## src/rtl/core/count_to_led_digit_writes_core_defines.svh

```systemverilog
// Assertion macros for the count to LED digit writes core.
// Included by the RTL files that carry concurrent checks; no other dependencies.
`ifndef COUNT_TO_LED_DIGIT_WRITES_CORE_DEFINES_SVH
`define COUNT_TO_LED_DIGIT_WRITES_CORE_DEFINES_SVH
`ifndef SYNTHESIS
// implication or plain property, checked every clock outside reset
`define CLTD_ASSERT(lbl, clk, rstn, prop, msg) \
    lbl: assert property (@(posedge clk) disable iff (!rstn) prop) else $error(msg);
// condition that must never be seen outside reset
`define CLTD_NEVER(lbl, clk, rstn, cond, msg) \
    lbl: assert property (@(posedge clk) disable iff (!rstn) !(cond)) else $error(msg);
`else
`define CLTD_ASSERT(lbl, clk, rstn, prop, msg)
`define CLTD_NEVER(lbl, clk, rstn, cond, msg)
`endif
`endif

```

## src/rtl/core/cltd_pkg.sv

```systemverilog
// Shared constants, types and tables for the count to LED digit writes core.
// No dependencies; used by cltd_queue, cltd_digit_seq and the top level.
package cltd_pkg;

    localparam int NUM_DIGITS = 8;
    localparam int COUNT_W    = 32;
    localparam int ADDR_W     = 4;
    localparam int VALUE_W    = 8;
    localparam int POS_W      = (NUM_DIGITS > 1) ? $clog2(NUM_DIGITS) : 1;

    localparam int                Q_DEPTH = 2;
    localparam int                Q_PTR_W = (Q_DEPTH > 1) ? $clog2(Q_DEPTH) : 1;
    localparam int                Q_CNT_W = $clog2(Q_DEPTH + 1);

    localparam int                DEC_BASE   = 10;
    localparam int                SEP_GROUP  = 3;
    localparam logic [3:0]        BLANK_CODE = 4'b1111;
    // ceil(2^35 / 10): quotient of any 32-bit value is (x * RECIP10) >> 35
    localparam logic [COUNT_W-1:0] RECIP10   = 32'hCCCC_CCCD;
    localparam int                RECIP_SH   = 35;

    typedef struct packed {
        logic empty;
        logic full;
    } t_q_status;

    // separator point on every digit whose position is a nonzero multiple of three
    function automatic logic [NUM_DIGITS-1:0] sep_mask_f();
        logic [NUM_DIGITS-1:0] m;
        m = '0;
        for (int i = 1; i < NUM_DIGITS; i++) begin
            if ((i % SEP_GROUP) == 0) begin
                m[i] = 1'b1;
            end
        end
        return m;
    endfunction

    localparam logic [NUM_DIGITS-1:0] SEP_MASK = sep_mask_f();

endpackage

```

## src/rtl/core/cltd_queue.sv

```systemverilog
// Short count queue between the accepting front and the digit sequencer.
// Depends on cltd_pkg and the assertion macros in the defines header.
`include "count_to_led_digit_writes_core_defines.svh"

module cltd_queue (
    input  logic                          i_clk,
    input  logic                          i_rst_n,
    input  logic                          i_push,
    input  logic [cltd_pkg::COUNT_W-1:0]  i_data,
    input  logic                          i_pop,
    output logic [cltd_pkg::COUNT_W-1:0]  o_head,
    output cltd_pkg::t_q_status           o_status
);

    logic [cltd_pkg::COUNT_W-1:0] r_mem [cltd_pkg::Q_DEPTH];
    logic [cltd_pkg::Q_PTR_W-1:0] r_wr_ptr, n_wr_ptr;
    logic [cltd_pkg::Q_PTR_W-1:0] r_rd_ptr, n_rd_ptr;
    logic [cltd_pkg::Q_CNT_W-1:0] r_count, n_count;

    // pointers wrap at the depth, which need not be a power of two
    always_comb begin
        n_wr_ptr = r_wr_ptr;
        n_rd_ptr = r_rd_ptr;
        n_count  = r_count;
        if (i_push) begin
            n_wr_ptr = (r_wr_ptr == cltd_pkg::Q_PTR_W'(cltd_pkg::Q_DEPTH - 1)) ?
                       '0 : r_wr_ptr + 1'b1;
        end
        if (i_pop) begin
            n_rd_ptr = (r_rd_ptr == cltd_pkg::Q_PTR_W'(cltd_pkg::Q_DEPTH - 1)) ?
                       '0 : r_rd_ptr + 1'b1;
        end
        unique case ({i_push, i_pop})
            2'b10:   n_count = r_count + 1'b1;
            2'b01:   n_count = r_count - 1'b1;
            default: n_count = r_count;
        endcase
    end

    always_ff @(posedge i_clk) begin
        if (!i_rst_n) begin
            r_wr_ptr <= '0;
            r_rd_ptr <= '0;
            r_count  <= '0;
        end else begin
            r_wr_ptr <= n_wr_ptr;
            r_rd_ptr <= n_rd_ptr;
            r_count  <= n_count;
        end
    end

    always_ff @(posedge i_clk) begin
        if (i_push) begin
            r_mem[r_wr_ptr] <= i_data;
        end
    end

    assign o_head         = r_mem[r_rd_ptr];
    assign o_status.empty = (r_count == '0);
    assign o_status.full  = (r_count == cltd_pkg::Q_CNT_W'(cltd_pkg::Q_DEPTH));

    `CLTD_NEVER(a_q_overflow, i_clk, i_rst_n, i_push && o_status.full && !i_pop,
        "queue written while full")
    `CLTD_NEVER(a_q_underflow, i_clk, i_rst_n, i_pop && o_status.empty,
        "queue read while empty")

endmodule

```

## config.mk

```make
export PLATFORM = sky130hd
export DESIGN_NAME = cltd_queue
export DESIGN_NICKNAME = d
export VERILOG_FILES = /design/src/rtl/core/cltd_pkg.sv /design/src/rtl/core/cltd_queue.sv
export VERILOG_INCLUDE_DIRS = /design/src /design/src/rtl/core
export SDC_FILE = /design/constraint.sdc
export NUM_CORES = 1
export LEC_CHECK = 0
export BUFFER_PORTS_ARGS = -buffer_cell sky130_fd_sc_hd__buf_4
export CAP_MARGIN = 40
export CORE_ASPECT_RATIO = 1.1
export CORE_UTILIZATION = 45
export DETAILED_ROUTE_END_ITERATION = 10
export HOLD_SLACK_MARGIN = 0.15
export PLACE_DENSITY = 0.7
export SLEW_MARGIN = 20
export SYNTH_ARGS = -nofsm -noshare
export SYNTH_HDL_FRONTEND = slang
export SYNTH_SLANG_ARGS = --single-unit
```

## constraint.sdc

```tcl
create_clock -name i_clk -period 5.1 [get_ports i_clk]
set_input_delay 0.765 -clock i_clk [delete_from_list [all_inputs] [get_ports i_clk]]
set_output_delay 0.765 -clock i_clk [all_outputs]
set_load 0.02 [all_outputs]
```

Word level (Yosys, flattened, before mapping)
Memories as Yosys holds them, arrays and structs flattened. A register that Yosys moved wholly into a read port is not among the register bits.
Index checks and enable logic that the tools add are counted.
Storage, ports and cells
  bits in registers: 4
  RAM bits: 64
  input bits: 36
  output and inout bits: 34
  word-level logic and storage cells: 20
  memories kept: 1
Cells by class
  $add $sub $neg: 4
  equality and inequality tests: 3
  mux-type cells: 7
  reduce and logical (&&, ||, !) cells: 2
Memories
  r_mem: depth 2, bits a word 32, read ports 1, clocked after Yosys merged registers in 1, write ports 1, RTL line cltd_queue.sv:15  | logic [cltd_pkg::COUNT_W-1:0] r_mem [cltd_pkg::Q_DEPTH];
Operators with widths (number)
  two-way mux 1 bit: 6
  equality test 2 bit, second input constant: 2
  one-hot mux 2 bit (2 select lines): 1
  adder 1 bit, second input constant: 2
  adder 2 x 1 -> 2 bit, second input constant: 1
  equality test 2 x 1 -> 1 bit, second input constant: 1
  logical NOT 2 bit: 1
  nonzero test 2 bit: 1
  subtractor 2 x 1 -> 2 bit, second input constant: 1

Longest topological paths before layout
  depth in word-level cells: 4
  gate-level depth with buffers: 5
  gate-level depth less buffers: 5

Least setup slack after synthesis
No wires, ideal clock.
  kind: input to register
  from: input port i_push
  to: memory r_mem[0][0] in the netlist's numbering (enable)
  setup time: 0.423 ns
  arrival time: 2.200 ns
  required time: 4.677 ns
  path slack: 2.477 ns
  stages: 2
  path buffers: 0
  path through: inv_1 nor2_1
Between the ends
  word-level cells in the longest chain between the ends: 2
Ends and longest elaborated chain
  start, declared: RTL line cltd_queue.sv:8  | input logic i_push,
  two-way mux 1 bit: RTL line cltd_queue.sv:53  | if (i_push) begin
  two-way mux 1 bit (implied by the code): RTL line cltd_queue.sv:54  | r_mem[r_wr_ptr] <= i_data;
  end, declared: RTL line cltd_queue.sv:15
Every way passes these cells.

==> impl_metrics.toml <==
[outcome]
outcome = "complete, no violations"

[timing]
clock.fmax_mhz = 374.4
tightest_slew_ns = 0.5869
clock_skew_ns = 0.005934
fin_crit_ns = 2.671
drv_slew = 0
setup_viol = 0
setup_tns_ns = 0
rsz0062_at_grt = "false"
fin_crit_sh_pct = 52.37
max-slew-margin-rel_pct = 60.87
finalHoldViolCount = 0

[grt]
grt_pass1_wl_um = 6472
overflow = 0
grt_max_degree = 27
grt_use_total_pct = 15.67
antenna_found_initial = 0
grt_pass1_vias = 1389

[floorplanning]
floorplan.io_pins = 70
rows = 28
dieArea_um2 = 5915
chipWidth_um = 73.42
core_um2 = 5395
initial_core_util_pct = 46.80
die_h_um = 80.56

[yosys]
synth_ff_type = "edfxtp_1"
synth_edf_count = 64
synth.distinct_cells = 18
ys_seq_area_share_pct = 80.08
yosys_warnings = 0
netlist_instances = 122
syn_nets = 159
netlist.top_cell.by_area = "edfxtp_1"
syn_area_per_cell_um2 = 20.70
async_flop_share_pct = 0
synth.area.top_cells = "edfxtp_1, mux2_2, dfxtp_1, and2_1, buf_4"
yosys.area.top_type_share_pct = 76.11
synth_seq_cells = 69
syn_area_um2 = 2525

[cells_and_area]
layout-drive-gt1-share_pct = 56.10
utilization_pct = 61.20
regArea_um2 = 2022
fin_cells = 280
area_delta_synth_final_pct = 30.77
design_area_um2 = 3302
num_antenna_cells = 0
multi_input_area_um2 = 480.5
layout_commonest_cell = "buf_4"
nets = 238
filler_cell_count = 415
mostFrequentLayoutCells = "buf_4, edfxtp_1, mux2_2, clkbuf_8, dfxtp_1"

[power]
p_leak_nw = 1.244
comb_power_share_pct = 14.8
p_sw_mw = 0.2747
p_int_mw = 0.9118
powerDensity_nw_per_um2 = 359.3
p_seq_share_pct = 56.1
clkPwrFrac_pct = 29.1
switching_share_pct = 23.15
vdd_drop_max_mv = 0.2037

[clock_tree]
cts_tree = "built"
cts_buffers = 9
cts_resized = 0
cts_hold_buf = 0
htree_levels = 3
clock-sinks = 69
clockRootBuffer = "clkbuf_8"
cts_setup_buffers = 0
clk-insertion-delay-late_ns = 0.32
cts.reportedPaths.clkPinSlew_ns = 0.06
clockBufferDepth = 2

[setup_path]
path_cells = "buf_4 > mux2_2 > buf_4"
crit_buf_inv = 2
crit_arrival_ns = 1.91
critical_path.max_stage_delay_ns = 0.67
crit_slowest_cell = "dfxtp_1"
crit_path_max_fanout = 20
cpMostUsedCell = "buf_4"
startpoint_type = "register"
path_class = "register to output pin"
path_delay_family = "flip-flops"
required_ns = 4.34
crit_path_end_kind = "output pin"

[routing]
firstDrtPassIters = 4
wl_per_cell_um = 15.45
drt_wl_total_um = 4327
drt_iter0_drc = 54
antenna_left = 0
viasPerCell = 4.829
num_vias = 1352
drc_errors = 0

[placement]
place_hpwl_um = 3050
portBuffers = 69
gp_congestion = 0.6677
placed_area_um2 = 3153
placed_cells = 265

[worst_hold_path]
hp-class = "register to register"

[job]
drv_cap = 0
worst reg2reg max path, stage by stage (launching register included):
cell	delay, ns
dfxtp_1	0.40
and2_1	0.53
buf_4	0.40
layer usage:
metal	track usage, %	vias to the layer above	wire, um
li1	-	629	-
met5	0	-	0
met1	16.20	672	1686
met4	6.346	0	51
met2	28.43	44	2346
met3	5.646	7	242
registers in the layout, summed over array words and instances (netlist names), named ones only:
name / cells
r_rd_ptr: 1
r_count: 2
r_mem: 64
r_wr_ptr: 1
kinds of logic (layout without fill, tap and decap cells):
logic type	Yosys count	after routing	share of synthesized area, %
flops	69	69	80.08
mux	32	32	14.27
simple gates	9	9	2.131
buf+inv	5	88	1.189
compound gates	3	3	0.7929
xor+xnor	3	3	1.041
fa+ha+maj	1	1	0.4955
cells in the mapped netlist (2+ instances only):
cell type   n
edfxtp_1   64
mux2_2     30
dfxtp_1     5
and2_1      4
buf_4       3
mux2_1      2
nor2_1      2
xnor2_1     2
stage by stage:
| step | hold WS, ns | setup slack, ns | power, mW |
|---|---|---|---|
| finish | 0.5523 | 2.429 | 1.187 |
| global route | 0.5776 | 2.315 | 1.232 |
| CTS | 0.5397 | 2.379 | 1.199 |
| detailed placement | 0.5264 | 2.738 | 0.8554 |
| global placement | 0.4774 | 2.787 | 0.8461 |
| floorplan | 0.4662 | 2.477 | 0.7718 |
power groups by stage:
stage	sequential, mW	combinational [mW]	clock (mW)
after floorplan	0.671	0.101	0
after global placement	0.676	0.171	0
after detailed placement	0.678	0.178	0
after CTS	0.666	0.178	0.354
after global routing	0.669	0.186	0.377
final	0.666	0.176	0.345
final timing paths:
path | from | slack [ns] | depth (start not counted) | to
max | register | 2.43 | 3 | o_head[23]
min | r_count[1] | 0.55 | 2 | r_count[1]
max reg2reg | r_wr_ptr | 3.44 | 2 | r_mem[1][4]
min reg2reg | r_count[1] | 0.55 | 2 | r_count[1]
final cells by class:
type / instances / area share [%]
Clock inverter: 3 / 0.4168
Inverter: 1 / 0.1137
Tap cell: 75 / 2.842
Multi-Input combinational cell: 48 / 14.55
Timing Repair Buffer: 72 / 16.75
Sequential cell: 69 / 61.24
Clock buffer: 12 / 4.092
Power figures use the tool's default switching activity.
